===== src/hdl/csvp_pkg.sv =====
// ----------------------------------------------------------------------------
// csvp_pkg
// Types, phase codes and character helpers shared by the number list parser.
// ----------------------------------------------------------------------------
package csvp_pkg;

  localparam logic [7:0] CharComma  = 8'h2C;
  localparam logic [7:0] CharDollar = 8'h24;
  localparam logic [7:0] CharZero   = 8'h30;
  localparam logic [7:0] CharLowX   = 8'h78;
  localparam logic [7:0] CharUpX    = 8'h58;
  localparam logic [7:0] CharSpace  = 8'h20;
  localparam logic [7:0] CharTab    = 8'h09;
  localparam logic [7:0] CharCr     = 8'h0D;

  typedef enum logic [2:0] {
    PhLead,
    PhZero,
    PhPrefix,
    PhDollar,
    PhDigits,
    PhTrail
  } phase_e;

  typedef struct packed {
    logic [7:0] ch;
    logic       end_of_text;
  } in_item_t;

  typedef struct packed {
    logic [7:0] value;
    logic       bad_token;
    logic       list_done;
  } out_item_t;

  typedef struct packed {
    phase_e     phase;
    logic       hex_base;
    logic [7:0] accumulator;
    logic       discarding;
  } parse_state_t;

  localparam parse_state_t StateReset = '{
    phase:       PhLead,
    hex_base:    1'b0,
    accumulator: 8'h00,
    discarding:  1'b0
  };

  function automatic logic is_space(input logic [7:0] c);
    return (c == CharSpace) || ((c >= CharTab) && (c <= CharCr));
  endfunction

  // digit value in the low four bits, bit 4 set when the character is no digit
  function automatic logic [4:0] hex_digit(input logic [7:0] c);
    logic [4:0] d;
    d = 5'h10;
    if ((c >= 8'h30) && (c <= 8'h39)) begin
      d = {1'b0, 4'(c - 8'h30)};
    end else if ((c >= 8'h61) && (c <= 8'h66)) begin
      d = {1'b0, 4'(c - 8'h57)};
    end else if ((c >= 8'h41) && (c <= 8'h46)) begin
      d = {1'b0, 4'(c - 8'h37)};
    end
    return d;
  endfunction

  // acc * base + d, modulo 256, base 16 or 10 by shifts
  function automatic logic [7:0] mac_digit(input logic [7:0] acc, input logic hex,
                                           input logic [3:0] d);
    logic [7:0] scaled;
    scaled = hex ? (acc << 4) : ((acc << 3) + (acc << 1));
    return scaled + {4'h0, d};
  endfunction

  function automatic logic token_bad(input phase_e ph);
    return (ph == PhLead) || (ph == PhPrefix);
  endfunction

endpackage


===== src/hdl/csvp_step.sv =====
// ----------------------------------------------------------------------------
// csvp_step
// Next parser state and optional result for one character.
// ----------------------------------------------------------------------------
module csvp_step (
  input  csvp_pkg::parse_state_t st_i,
  input  csvp_pkg::in_item_t     item_i,
  output csvp_pkg::parse_state_t st_o,
  output logic                   emit_o,
  output csvp_pkg::out_item_t    res_o
);
  import csvp_pkg::*;

  logic         ws;
  logic [4:0]   dig;
  logic         is_dig;
  logic         ok;
  logic         bad;
  parse_state_t cons;
  parse_state_t cleared;

  assign ws     = is_space(item_i.ch);
  assign dig    = hex_digit(item_i.ch);
  assign is_dig = !dig[4];

  // consume a non-comma character
  always_comb begin
    cons = st_i;
    ok   = 1'b1;
    unique case (st_i.phase)
      PhLead: begin
        if (ws) begin
          ok = 1'b1;
        end else if (item_i.ch == CharDollar) begin
          cons.hex_base = 1'b1;
          cons.phase    = PhDollar;
        end else if (item_i.ch == CharZero) begin
          cons.accumulator = 8'h00;
          cons.phase       = PhZero;
        end else if (is_dig) begin
          cons.hex_base    = 1'b0;
          cons.accumulator = {4'h0, dig[3:0]};
          cons.phase       = PhDigits;
        end else begin
          ok = 1'b0;
        end
      end
      PhZero: begin
        if ((item_i.ch == CharLowX) || (item_i.ch == CharUpX)) begin
          cons.phase = PhPrefix;
        end else if (ws) begin
          cons.phase = PhTrail;
        end else if (is_dig) begin
          cons.accumulator = mac_digit(st_i.accumulator, st_i.hex_base, dig[3:0]);
          cons.phase       = PhDigits;
        end else begin
          ok = 1'b0;
        end
      end
      PhPrefix: begin
        if (is_dig) begin
          cons.hex_base    = 1'b1;
          cons.accumulator = mac_digit(st_i.accumulator, 1'b1, dig[3:0]);
          cons.phase       = PhDigits;
        end else begin
          ok = 1'b0;
        end
      end
      PhDollar, PhDigits: begin
        if (ws) begin
          cons.phase = PhTrail;
        end else if (is_dig) begin
          cons.accumulator = mac_digit(st_i.accumulator, st_i.hex_base, dig[3:0]);
          cons.phase       = PhDigits;
        end else begin
          ok = 1'b0;
        end
      end
      PhTrail: begin
        ok = ws;
      end
      default: begin
        ok = 1'b0;
      end
    endcase
  end

  always_comb begin
    cleared            = StateReset;
    st_o               = st_i;
    emit_o             = 1'b0;
    res_o.value        = 8'h00;
    res_o.bad_token    = 1'b1;
    res_o.list_done    = 1'b1;
    bad                = 1'b0;
    if (st_i.discarding) begin
      if (item_i.end_of_text) begin
        st_o = StateReset;
      end
    end else if (item_i.ch == CharComma) begin
      bad             = token_bad(st_i.phase);
      emit_o          = 1'b1;
      res_o.value     = bad ? 8'h00 : st_i.accumulator;
      res_o.bad_token = bad;
      res_o.list_done = item_i.end_of_text || bad;
      cleared.discarding = bad && !item_i.end_of_text;
      st_o            = cleared;
    end else if (!ok) begin
      emit_o             = 1'b1;
      cleared.discarding = !item_i.end_of_text;
      st_o               = cleared;
    end else if (item_i.end_of_text) begin
      bad             = token_bad(cons.phase);
      emit_o          = 1'b1;
      res_o.value     = bad ? 8'h00 : cons.accumulator;
      res_o.bad_token = bad;
      st_o            = StateReset;
    end else begin
      st_o = cons;
    end
  end

endmodule


===== src/hdl/csvp_out_stage.sv =====
// ----------------------------------------------------------------------------
// csvp_out_stage
// Result register with valid/stall handshake towards the consumer.
// ----------------------------------------------------------------------------
module csvp_out_stage (
  input  logic                clk_i,
  input  logic                rst_ni,
  input  logic                load_i,
  input  csvp_pkg::out_item_t item_i,
  output logic                room_o,
  output logic                out_valid_o,
  input  logic                out_stall_i,
  output csvp_pkg::out_item_t out_item_o
);
  import csvp_pkg::*;

  logic      valid_q, valid_d;
  out_item_t item_q;

  assign room_o  = !valid_q || !out_stall_i;
  assign valid_d = load_i || (valid_q && out_stall_i);

  always_ff @(posedge clk_i or negedge rst_ni) begin
    if (!rst_ni) begin
      valid_q <= 1'b0;
    end else begin
      valid_q <= valid_d;
    end
  end

  always_ff @(posedge clk_i) begin
    if (load_i) begin
      item_q <= item_i;
    end
  end

  assign out_valid_o = valid_q;
  assign out_item_o  = item_q;

endmodule


===== src/hdl/csv_byte_list_parser_core.sv =====
// ----------------------------------------------------------------------------
// csv_byte_list_parser_core
// Streaming parser for a comma-separated list of byte values, one character
// per item, one byte result per token.
//
//   channel  dir  handshake                payload
//   in       in   in_valid_i/in_stall_o    in_item_i  (ch, end_of_text)
//   out      out  out_valid_o/out_stall_i  out_item_o (value, bad_token, list_done)
//
// one item per cycle while no stalled result holds the input; a result is
// presented once its character has passed the input register, then the result register
// the parser state updates when a character leaves the input register
// reset clears the parser state and both valid flags
// a stalled result holds the input only when the next character yields a result
// ----------------------------------------------------------------------------
module csv_byte_list_parser_core (
  input  logic                clk_i,
  input  logic                rst_ni,
  input  logic                in_valid_i,
  output logic                in_stall_o,
  input  csvp_pkg::in_item_t  in_item_i,
  output logic                out_valid_o,
  input  logic                out_stall_i,
  output csvp_pkg::out_item_t out_item_o
);
  import csvp_pkg::*;

  logic         in_valid_q, in_valid_d;
  in_item_t     in_item_q;
  parse_state_t st_q, st_d;
  logic         emit;
  out_item_t    res;
  logic         room;
  logic         advance;
  logic         accept;

  csvp_step u_step (
    .st_i   (st_q),
    .item_i (in_item_q),
    .st_o   (st_d),
    .emit_o (emit),
    .res_o  (res)
  );

  csvp_out_stage u_out (
    .clk_i       (clk_i),
    .rst_ni      (rst_ni),
    .load_i      (advance && emit),
    .item_i      (res),
    .room_o      (room),
    .out_valid_o (out_valid_o),
    .out_stall_i (out_stall_i),
    .out_item_o  (out_item_o)
  );

  assign advance    = in_valid_q && (!emit || room);
  assign in_stall_o = in_valid_q && !advance;
  assign accept     = in_valid_i && !in_stall_o;
  assign in_valid_d = accept || (in_valid_q && !advance);

  always_ff @(posedge clk_i or negedge rst_ni) begin
    if (!rst_ni) begin
      in_valid_q <= 1'b0;
      st_q       <= StateReset;
    end else begin
      in_valid_q <= in_valid_d;
      if (advance) begin
        st_q <= st_d;
      end
    end
  end

  always_ff @(posedge clk_i) begin
    if (accept) begin
      in_item_q <= in_item_i;
    end
  end

endmodule


===== config.mk =====
export PLATFORM = sky130hd
export DESIGN_NAME = csv_byte_list_parser_core
export DESIGN_NICKNAME = d
export VERILOG_FILES = /design/src/hdl/csvp_pkg.sv /design/src/hdl/csvp_step.sv /design/src/hdl/csvp_out_stage.sv /design/src/hdl/csv_byte_list_parser_core.sv
export SDC_FILE = /design/constraint.sdc
export NUM_CORES = 1
export LEC_CHECK = 0
export ABC_AREA = 1
export BUFFER_PORTS_ARGS = -buffer_cell sky130_fd_sc_hd__buf_4
export CAP_MARGIN = 20
export CORE_UTILIZATION = 55
export CTS_BUF_LIST = sky130_fd_sc_hd__clkbuf_8
export DETAILED_ROUTE_END_ITERATION = 10
export PLACE_DENSITY_LB_ADDON = 0.12
export SYNTH_ARGS = -nofsm -noshare
export SYNTH_HDL_FRONTEND = slang
export SYNTH_SLANG_ARGS = --single-unit

===== constraint.sdc =====
create_clock -name clk_i -period 3.6 [get_ports clk_i]
set_clock_uncertainty 0.2 [all_clocks]
set_input_delay 0.72 -clock clk_i [delete_from_list [all_inputs] [get_ports clk_i]]
set_output_delay 0.72 -clock clk_i [all_outputs]
set_load 0.01 [all_outputs]

# Word level (Yosys, flattened, before mapping)
# Cells that the tools add are included.
[classes] addsub=6 order_cmp=8 eq_ne=18 mux=42 bitwise=1 n_reduce_logical=31
[ops] operator="two-way mux 13 bit" n=5
[ops] operator="two-way mux 8 bit" n=8
[ops] operator="two-way mux 12 bit" n=3
[ops] operator="equality test 8 x 6 -> 1 bit (second input constant)" n=4
[ops] operator="one-hot mux 8 bit (4 select lines)" n=1
[ops] operator="two-way mux 9 bit" n=3
[ops] operator="adder 8 x 4 -> 8 bit" n=2
[ops] operator="equality test 8 x 7 -> 1 bit (second input constant)" n=2
[ops] operator="greater-or-equal comparator 8 x 7 -> 1 bit (second input constant)" n=2
[ops] operator="less-or-equal comparator 8 x 7 -> 1 bit (second input constant)" n=2
[ops] operator="two-way mux 5 bit" n=3
[ops] operator="!= test 5 bit (second input constant)" n=3
[ops] operator="two-way mux 3 bit" n=4
[ops] operator="!= test 6 bit (second input constant)" n=2
[ops] operator="one-hot mux 3 bit (4 select lines)" n=1
[ops] operator="two-way mux 1 bit" n=11
[ops] operator="logical AND 1 bit" n=10
[ops] operator="equality test 3 x 2 -> 1 bit (second input constant)" n=3
[ops] operator="logical OR 1 bit" n=9
[ops] operator="adder 8 bit" n=1
[ops] operator="greater-or-equal comparator 8 x 4 -> 1 bit (second input constant)" n=1
[ops] operator="greater-or-equal comparator 8 x 6 -> 1 bit (second input constant)" n=1
[ops] operator="less-or-equal comparator 8 x 4 -> 1 bit (second input constant)" n=1
[ops] operator="less-or-equal comparator 8 x 6 -> 1 bit (second input constant)" n=1
[ops] operator="14 further kinds" n=23
[totals] regBits=34 in_bits=13 out_inout_bits=12 elab_cells=117

# Depth between registers and ports, before layout
# Gate-level depths: netlist of the first run.
[logic_depth] ltp_word=21 mapped_depth=22

# Hierarchy
# Synthesis of the first run repeated with hierarchy kept, for this count alone.
[unflattened] hier_cells=401 hier_area_um2=2822.7
[modules_own_cells] mod="csvp_step" n_inst=1 cells_per_inst=310 area_each_um2=1601.5 seq_area_each_um2=0.0
[modules_own_cells] mod="csv_byte_list_parser_core" n_inst=1 cells_per_inst=77 area_each_um2=879.6 seq_area_each_um2=620.6
[modules_own_cells] mod="csvp_out_stage" n_inst=1 cells_per_inst=14 area_each_um2=341.6 seq_area_each_um2=325.3

# Least setup slack after synthesis of the first run
# No wires, ideal clock.
[synth_path] kind="reg-to-reg" from="register in_item_q[1] in the netlist's numbering" to="register u_out.item_q (netlist bit u_out.out_item_o[9]) (data pin)" setup_time_ns=0.270 arrival_time_ns=2.760 setup_slack_ns=0.370 path_stages_with_launch=22 path_buffers=0 synth_period_minus_slack_ns=3.230 cell_sequence="edfxtp_1 -> inv_1 -> ha_1 -> a21oi_2 -> nand2_2 -> nand2_4 -> nand2_4 -> inv_1 -> a21oi_1 -> ha_1 -> inv_1 -> fa_1 -> nor2_1 -> o21ai_0 -> a21oi_1 -> nand2_1 -> a21oi_1 -> o21ai_0 -> nand2_1 -> nand2_1 -> nand2_1 -> a21oi_1"
[synth_via] elab_chain_cells=16 word_cells_on_any_way=57 cone_classes="add/sub: 5; order compare: 8; eq/ne: 7; mux: 29; reduce/logical: 8"
[synth_lines] element="start: declaration" line_no="csv_byte_list_parser_core.sv:29" rtl="in_item_t in_item_q;"
[synth_lines] element="start signal: assignment" line_no="csv_byte_list_parser_core.sv:75" rtl="in_item_q <= in_item_i;"
[synth_lines] element="branches (longest 15 deep; another with greater-or-equal comparator 8 x 7 -> 1 bit)"
[synth_lines] element="two-way mux 9 bit (*)" line_no="csvp_step.sv:100" rtl="end else if (item_i.ch == CharComma) begin"
[synth_lines] element="end signal: assignment" line_no="csvp_out_stage.sv:33" rtl="item_q <= item_i;"
[synth_lines] element="end: declaration" line_no="csvp_out_stage.sv:18" rtl="out_item_t item_q;"
# Mark *: on every way between the ends. The select of a mux whose other input is x is not followed.
# A chain may end at the register's enable or synchronous reset.

# Final worst setup path of the first run
[layout_path] from="register in_item_q[1] in the netlist's numbering" to="output port in_stall_o"
[layout_via] elab_chain_cells=18 word_cells_on_any_way=38 cone_classes="order compare: 8; eq/ne: 6; mux: 13; reduce/logical: 11"
[layout_lines] element="greater-or-equal comparator 8 x 7 -> 1 bit or less-or-equal comparator 8 x 7 -> 1 bit (tied branches)" line_no="csvp_pkg.sv:62" rtl="end else if ((c >= 8'h41) && (c <= 8'h46)) begin"
[layout_lines] element="logical AND 1 bit" line_no="csvp_pkg.sv:62"
[layout_lines] element="two-way mux 5 bit" line_no="csvp_pkg.sv:62"
[layout_lines] element="two-way mux 5 bit" line_no="csvp_pkg.sv:60" rtl="end else if ((c >= 8'h61) && (c <= 8'h66)) begin"
[layout_lines] element="two-way mux 5 bit" line_no="csvp_pkg.sv:58" rtl="if ((c >= 8'h30) && (c <= 8'h39)) begin"
[layout_lines] element="two-way mux 1 bit"
[layout_lines] element="two-way mux 1 bit" line_no="csvp_step.sv:37" rtl="end else if (item_i.ch == CharZero) begin"
[layout_lines] element="two-way mux 1 bit" line_no="csvp_step.sv:34" rtl="end else if (item_i.ch == CharDollar) begin"
[layout_lines] element="[2 not listed]"
[layout_lines] element="two-way mux 1 bit" line_no="csvp_step.sv:108" rtl="end else if (!ok) begin"
[layout_lines] element="two-way mux 1 bit (*)" line_no="csvp_step.sv:100"
[layout_lines] element="two-way mux 1 bit (*)" line_no="csvp_step.sv:96" rtl="if (st_i.discarding) begin"
[layout_lines] element="logical NOT 1 bit (*)" line_no="csv_byte_list_parser_core.sv:56" rtl="assign advance = in_valid_q && (!emit || room);"
[layout_lines] element="logical OR 1 bit (*)" line_no="csv_byte_list_parser_core.sv:56"
[layout_lines] element="logical AND 1 bit (*)" line_no="csv_byte_list_parser_core.sv:56"
[layout_lines] element="logical NOT 1 bit (*)" line_no="csv_byte_list_parser_core.sv:57" rtl="assign in_stall_o = in_valid_q && !advance;"
[layout_lines] element="logical AND 1 bit (*)" line_no="csv_byte_list_parser_core.sv:57"
[layout_lines] element="end: declaration" line_no="csv_byte_list_parser_core.sv:20" rtl="output logic in_stall_o,"
# Every way passes the cells marked *; elsewhere a longest branch is shown, timed or not.

==> results of run 1 <==
[per-stage QoR]
step                 util  worst slack, ns  TNS (ns)  hold slack [ns]  instance area, um^2
floorplan               -            0.370         0            0.224                 2750
CTS                 0.647            0.109         0           0.0917                 3080
finish              0.657            0.255         0           0.0840                 3120
detailed placement  0.628            0.134         0            0.311                 2990
global route        0.657          -0.0115   -0.0115            0.100                 3120
global placement    0.628            0.238         0            0.304                 2990
[power groups by stage]
stage | clock [mW] | combinational, mW | sequential [mW]
finish | 0.287 | 0.220 | 0.488
global route | 0.300 | 0.244 | 0.494
CTS | 0.288 | 0.213 | 0.488
detailed placement | 0 | 0.211 | 0.497
global placement | 0 | 0.208 | 0.495
floorplan | 0 | 0.156 | 0.487
[sequential cells by signal, summed over array words and instances (netlist names)]
name and cells:
u_out.out_valid_o 1, st_q 13, in_item_q 9, in_valid_q 1, u_out.out_item_o 10
[final cells by class]
cell class | count | area (um^2)
multi-input cells | 282 | 1570
well taps | 67 | 83.8
fillers | 447 | 1630
clock buffers | 6 | 82.6
clock inverters | 2 | 8.76
flip-flops and latches | 34 | 946
repair buffers | 33 | 248
inverters | 50 | 188
[synthesized netlist by cell type, types with 2 or more instances]
cell        n
edfxtp_1   19
fa_1        2
nor2_1     38
a21oi_1    20
ha_1       12
nand3_1    21
o211ai_1    7
inv_1      46
nand3_4     3
nand2_2     3
nor2_2      6
nor3_1      4
dfrtp_1    15
o21ai_2    10
o21ai_1     3
nand4_1     5
nor2_4      6
clkbuf_1    3
inv_2       4
nand2_4     4
o21ai_0    15
nand2_1   110
buf_2       2
[cells in the final DEF (no fill, tap or decap), types with 2 or more instances in the layout]
| cell type | instances |
|---|---|
| nand2_1 | 110 |
| inv_1 | 45 |
| nor2_1 | 38 |
| buf_4 | 33 |
| nand3_1 | 21 |
| a21oi_1 | 19 |
| edfxtp_1 | 19 |
| dfrtp_1 | 15 |
| o21ai_0 | 14 |
| o21ai_2 | 10 |
| ha_1 | 10 |
| o211ai_1 | 7 |
| inv_2 | 6 |
| nor2_4 | 6 |
| nor2_2 | 6 |
| clkbuf_8 | 6 |
| nand4_1 | 5 |
| nand2_4 | 4 |
| nor3_1 | 4 |
| o21ai_1 | 4 |
| nand2_2 | 3 |
| nand3_4 | 3 |
| a21oi_2 | 2 |
| fa_1 | 2 |
| ha_2 | 2 |
[timing repair]
item	CTS	global route
endpoints found under the hold margin	0	0
setup endpoints to repair	0	5
buffers inserted	0	5
gates resized for setup	0	6
[worst paths after layout]
check | cells past startpoint | end | start
setup / recovery | 15 | in_stall_o | in_item_q[1]
hold / removal | 1 | st_q[4] | rst_ni
setup reg to reg | 22 | u_out.out_item_o[9] | in_item_q[2]
hold reg to reg | 2 | u_out.out_valid_o | u_out.out_valid_o
max in group asynchronous | 1 | st_q[12] | rst_ni
min in group clk_i | 2 | u_out.out_valid_o | u_out.out_valid_o
[metal layers]
layer | up-vias | GRT usage | part of all wire
li1 | 1283 | - | -
met1 | 1161 | 0.323 | 0.42
met2 | 82 | 0.464 | 0.51
met3 | 11 | 0.0373 | 0.055
met4 | 0 | 0.0937 | 0.015
met5 | - | 0 | 0
[cell families (layout without fill, tap and decap cells)]
| kind of cell | count (synthesis) | count (layout) | synth area share |
|---|---|---|---|
| adder cells (fa/ha/maj) | 14 | 14 | 0.0692 |
| AND/OR/NAND/NOR | 205 | 205 | 0.352 |
| buffers and inverters | 58 | 91 | 0.0883 |
| flip-flops | 34 | 34 | 0.344 |
| XOR/XNOR | 2 | 2 | 0.00638 |
| AO/OA/AOI/OAI | 61 | 61 | 0.140 |
==> flow_summary_export.csv, run 1 <==
group,metric,value,unit
job,cap_violations,0,
placement,gp_congestion,0.941,
outcome,status,"complete, no violations",
drt,dr.pass1.iters,4,
sta,period_minus_slack,3.34,ns
synthesis,ys_types,39,
power_and_ir_drop,switching_share,0.315,
synthesis,ys_ff_latch,34,
setup_path,cp_num_buf_inv,3,
power_and_ir_drop,p_leak,1.47,nW
setup_path,end_kind,"primary output",
power_and_ir_drop,combinationalPowerShare,0.221,
synthesis,yosysTopAreaCellShare,0.208,
sta,finalHoldViolCount,0,
drt,drt-initial-drc-count,197,
drt,vias_per_cell,5.35,
grt,grt_util_all_layers,0.262,
layout,diodes,0,
synthesis,ys_seq_area_frac,0.344,
sta,finalSetupViolCount,0,
setup_path,crit_top_cell,"nand2_4",
setup_path,crit_slowest_cell,"edfxtp_1",
drt,num_vias,2537,
clock_tree,holdBufCountCts,0,
die,die_w,72.7,um
synthesis,syn-cell-area,2750,um^2
clock_tree,numCtsBuffers,5,
setup_path,required,2.68,ns
placement,place_inst,461,
synthesis,ys_warn_count,0,
synthesis,synth-edff-count,19,
layout,nNetsFinal,433,
clock_tree,cts_tree,"yes",
power_and_ir_drop,ir_drop,304,uV
power_and_ir_drop,power.share.clock,0.289,
power_and_ir_drop,finalPower,0.995,mW
synthesis,post_synth_main_area_contributors,"edfxtp_1 (21%), nand2_1 (15%), dfrtp_1 (14%)",
setup_path,crit_chain,"inv_2 -> ha_2 -> a21oi_2 -> nand2_2 -> nand2_4 -> nand2_4 -> buf_4 -> nand2_4 -> nand2_2 -> nor2_4 -> nand3_4 -> nand2_4 -> nand3_4 -> nor2_1 -> buf_4",
setup_path,cp-start-kind,"flop",
synthesis,yosys.area.top_type,"edfxtp_1",
die,coreArea,4750,um^2
clock_tree,cts_buffer_depth,2,
synthesis,async_flop_share,0.441,
setup_path,cpPeakStageDelay,0.43,ns
die,start_util,0.578,
clock_tree,htreeDepth,2,
sta,tightest_slew,0.454,ns
clock_tree,clkSinkCount,34,
die,die_area,5280,um^2
power_and_ir_drop,p_int,0.682,mW
layout,area_delta_synth_final,13.7,%
layout,final_cells,474,
grt,grt_max_degree,25,
power_and_ir_drop,power.density,319,nW/um^2
layout,layout-drive-gt1-share,0.206,
sta,slew_violations,0,
drt,detail_route.wl_per_cell,13.5,um
clock_tree,cts-root-buf,"clkbuf_8",
sta,fmax,0.299,GHz
die,die_y,72.7,um
setup_path,critical_path_class,"reg2out",
power_and_ir_drop,seq_power_share,0.491,
drt,ant_nets,0,
grt,grt_pass1_vias,2385,
power_and_ir_drop,switchingPower,0.314,mW
grt,overflow,0,
placement,dp.final_hpwl,4730,um
sta,slew_headroom,0.697,
grt,grt_pass1_wl,10700,um
hold_path,hp-class,"in2async",
drt,wirelength,6410,um
clock_tree,clk_pin_slew_worst_paths,0.07,ns
die,ios,25,
sta,finalCritPeriodShare,0.929,
synthesis,postSynthCellCount,374,
setup_path,r2r_slack,0.29,ns
setup_path,path_max_fanout,7,
die,rows,25,
drt,drc,0,
setup_path,critical_path_arrival,2.42,ns
placement,portBuffers,24,
synthesis,avgSynthCellArea,7.35,um^2
clock_tree,insertion_delay,0.28,ns
synthesis,ys.flop_type,"edfxtp_1",
synthesis,syn-num-nets,401,
setup_path,cp_top_family,"simple AND/OR/NAND/NOR gates",
grt,antenna_found_initial,0,
No activity file was read; power rests on OpenSTA's default activity.
==> run 2, diff against run 1 <==
--- a/config.mk
+++ b/config.mk
@@ -12,6 +12,7 @@
 export CTS_BUF_LIST = sky130_fd_sc_hd__clkbuf_8
 export DETAILED_ROUTE_END_ITERATION = 10
 export PLACE_DENSITY_LB_ADDON = 0.12
+export RECOVER_POWER = 50
 export SYNTH_ARGS = -nofsm -noshare
 export SYNTH_HDL_FRONTEND = slang
 export SYNTH_SLANG_ARGS = --single-unit
==> run 2 against run 1 <==
Against the previous run: first-iteration DRC count fell by 19%; non-clock buffer count did not move; critical path depth did not move; clock-buffer cell count did not move; power fell by 1.8%; sequential cell count did not move; clock power barely moved; setup slack got worse by 0.0025 ns; sequential power barely moved; design area fell by 1.6%; fmax barely moved; highest routed layer unchanged.
==> flow_summary_export.csv, run 2 (same netlist as run 1, synthesis figures left out) <==
group,metric,value,unit
sta,finalCritPeriodShare,0.930,
clock_tree,cts-root-buf,"clkbuf_8",
clock_tree,clk_pin_slew_worst_paths,0.07,ns
sta,setup_ws,0.253,ns
placement,gp_congestion,0.941,
setup_path,end_kind,"primary output",
die,die_y,72.7,um
placement,place_inst,461,
layout,fillers,467,
layout,diodes,0,
sta,slew_violations,0,
clock_tree,cts_tree,"yes",
drt,wirelength,6380,um
setup_path,crit_chain,"inv_2 -> buf_4 -> ha_1 -> inv_1 -> nor3_1 -> nand2_1 -> o21ai_4 -> inv_2 -> nor2_1 -> nor2_4 -> nand3_4 -> nand2_4 -> nand3_4 -> nor2_1 -> buf_4",
sta,slew_headroom,0.401,
placement,dp.final_hpwl,4730,um
layout,fin_util,0.646,
drt,vias_per_cell,5.34,
grt,grt_max_degree,25,
layout,layout-drive-gt1-share,0.172,
die,die_area,5280,um^2
sta,holdWs,0.322,ns
placement,place_ws,0.134,ns
setup_path,r2r_slack,0.29,ns
setup_path,cp_top_family,"simple AND/OR/NAND/NOR gates",
clock_tree,holdBufCountCts,0,
drt,detail_route.wl_per_cell,13.5,um
layout,final_area,3070,um^2
drt,num_vias,2529,
die,rows,25,
setup_path,cp_num_buf_inv,5,
sta,finalSetupViolCount,0,
die,start_util,0.578,
sta,fmax,0.299,GHz
clock_tree,insertion_delay,0.28,ns
sta,setup-tns-final,0,ns
grt,grt_util_all_layers,0.262,
hold_path,hp-class,"reg2reg",
clock_tree,numCtsBuffers,5,
drt,dr.pass1.iters,4,
placement,place_area,2990,um^2
clock_tree,htreeDepth,2,
outcome,status,"complete, no violations",
setup_path,critical_path_class,"reg2out",
power_and_ir_drop,p_leak,1.43,nW
setup_path,cp-start-kind,"flop",
layout,final_cells,474,
power_and_ir_drop,ir_drop,302,uV
clock_tree,cts_buffer_depth,2,
sta,finalHoldViolCount,0,
layout,regMostFlops,"st_q",
drt,drt-initial-drc-count,159,
layout,area_delta_synth_final,11.8,%
grt,grt_pass1_vias,2385,
grt,overflow,0,
grt,grt_pass1_wl,10700,um
setup_path,path_max_fanout,7,
layout,largest_reg_flops,13,
power_and_ir_drop,finalPower,0.977,mW
setup_path,cpPeakStageDelay,0.46,ns
job,cap_violations,0,
grt,antenna_found_initial,0,
sta,period_minus_slack,3.35,ns
layout,nNetsFinal,433,
layout,final_common_cell,"nand2_1",
setup_path,required,2.68,ns
placement,portBuffers,24,
die,ios,25,
setup_path,crit_slowest_cell,"edfxtp_1",
setup_path,critical_path_arrival,2.43,ns
die,die_w,72.7,um
layout,final_cell_mix,"nand2_1 (110), inv_1 (45), nor2_1 (39)",
drt,drc,0,
sta,tightest_slew,0.899,ns
power_and_ir_drop,power.density,318,nW/um^2
die,coreArea,4750,um^2
drt,ant_nets,0,
clock_tree,clkSinkCount,34,
==> run 2: changes by cell type in the layout (fill, tap and decap cells not counted) <==
cell | before | now
nor2_1 | 38 | 39
buf_4 | 33 | 11
clkbuf_1 | 0 | 13
clkbuf_4 | 0 | 9
nor2_2 | 6 | 5
==> run 2: path summary, 6_finish.rpt <==
path                                    from                   to  cells past startpoint
max                             in_item_q[1]           in_stall_o                     15
min                        u_out.out_valid_o    u_out.out_valid_o                      2
max reg2reg                     in_item_q[2]  u_out.out_item_o[9]                     22
min reg2reg                u_out.out_valid_o    u_out.out_valid_o                      2
max in group asynchronous             rst_ni             st_q[11]                      1
min in group asynchronous             rst_ni              st_q[4]                      1
==> run 2: layout make-up <==
cell class / count / area, um^2 / area share
timing repair buffer: 33 / 199 / 0.0647
sequential: 34 / 946 / 0.308
tap: 67 / 83.8 / 0.0273
multi-input combinational: 282 / 1570 / 0.509
inverter: 50 / 188 / 0.0611
clock buffer: 6 / 82.6 / 0.0269
clock inverter: 2 / 8.76 / 0.00285
==> run 2: routing by layer <==
| metal | wire length [um] | vias up | GRT usage |
|---|---|---|---|
| met5 | 0 | - | 0 |
| met4 | 130 | 0 | 0.0937 |
| met3 | 282 | 13 | 0.0373 |
| met2 | 3170 | 68 | 0.464 |
| met1 | 2800 | 1167 | 0.323 |
| li1 | - | 1281 | - |
==> run 2: where the power goes <==
group / switching (mW) / total (mW) / leakage, nW / internal (mW)
logic: 0.140 / 0.204 / 0.993 / 0.0640
clock network: 0.135 / 0.286 / 0.0524 / 0.151
registers: 0.0361 / 0.487 / 0.380 / 0.451
==> run 2: worst register-to-register path, cell delays in order, from the launching register on <==
cell      delay (ns)
edfxtp_1        0.44
inv_2           0.11
ha_2            0.19
nor2_1          0.05
nand2_1         0.09
nand3_1         0.13
nand2_4         0.09
inv_1           0.09
a21oi_2         0.14
ha_1            0.16
inv_1           0.06
fa_1            0.38
nor2_1          0.14
o21ai_1         0.10
a21oi_1         0.14
nand2_1         0.08
nand3_1         0.07
nand2_1         0.05
o21ai_0         0.14
nand2_1         0.07
nand2_1         0.07
nand2_1         0.05
a21oi_1         0.11
==> run 2: repair_timing <==
item                                    4_1_cts  5_1_grt
setup buffers                                 0        5
gates resized for setup                       0        6
hold endpoints to repair                      0        0
endpoints found under the setup margin        0        5
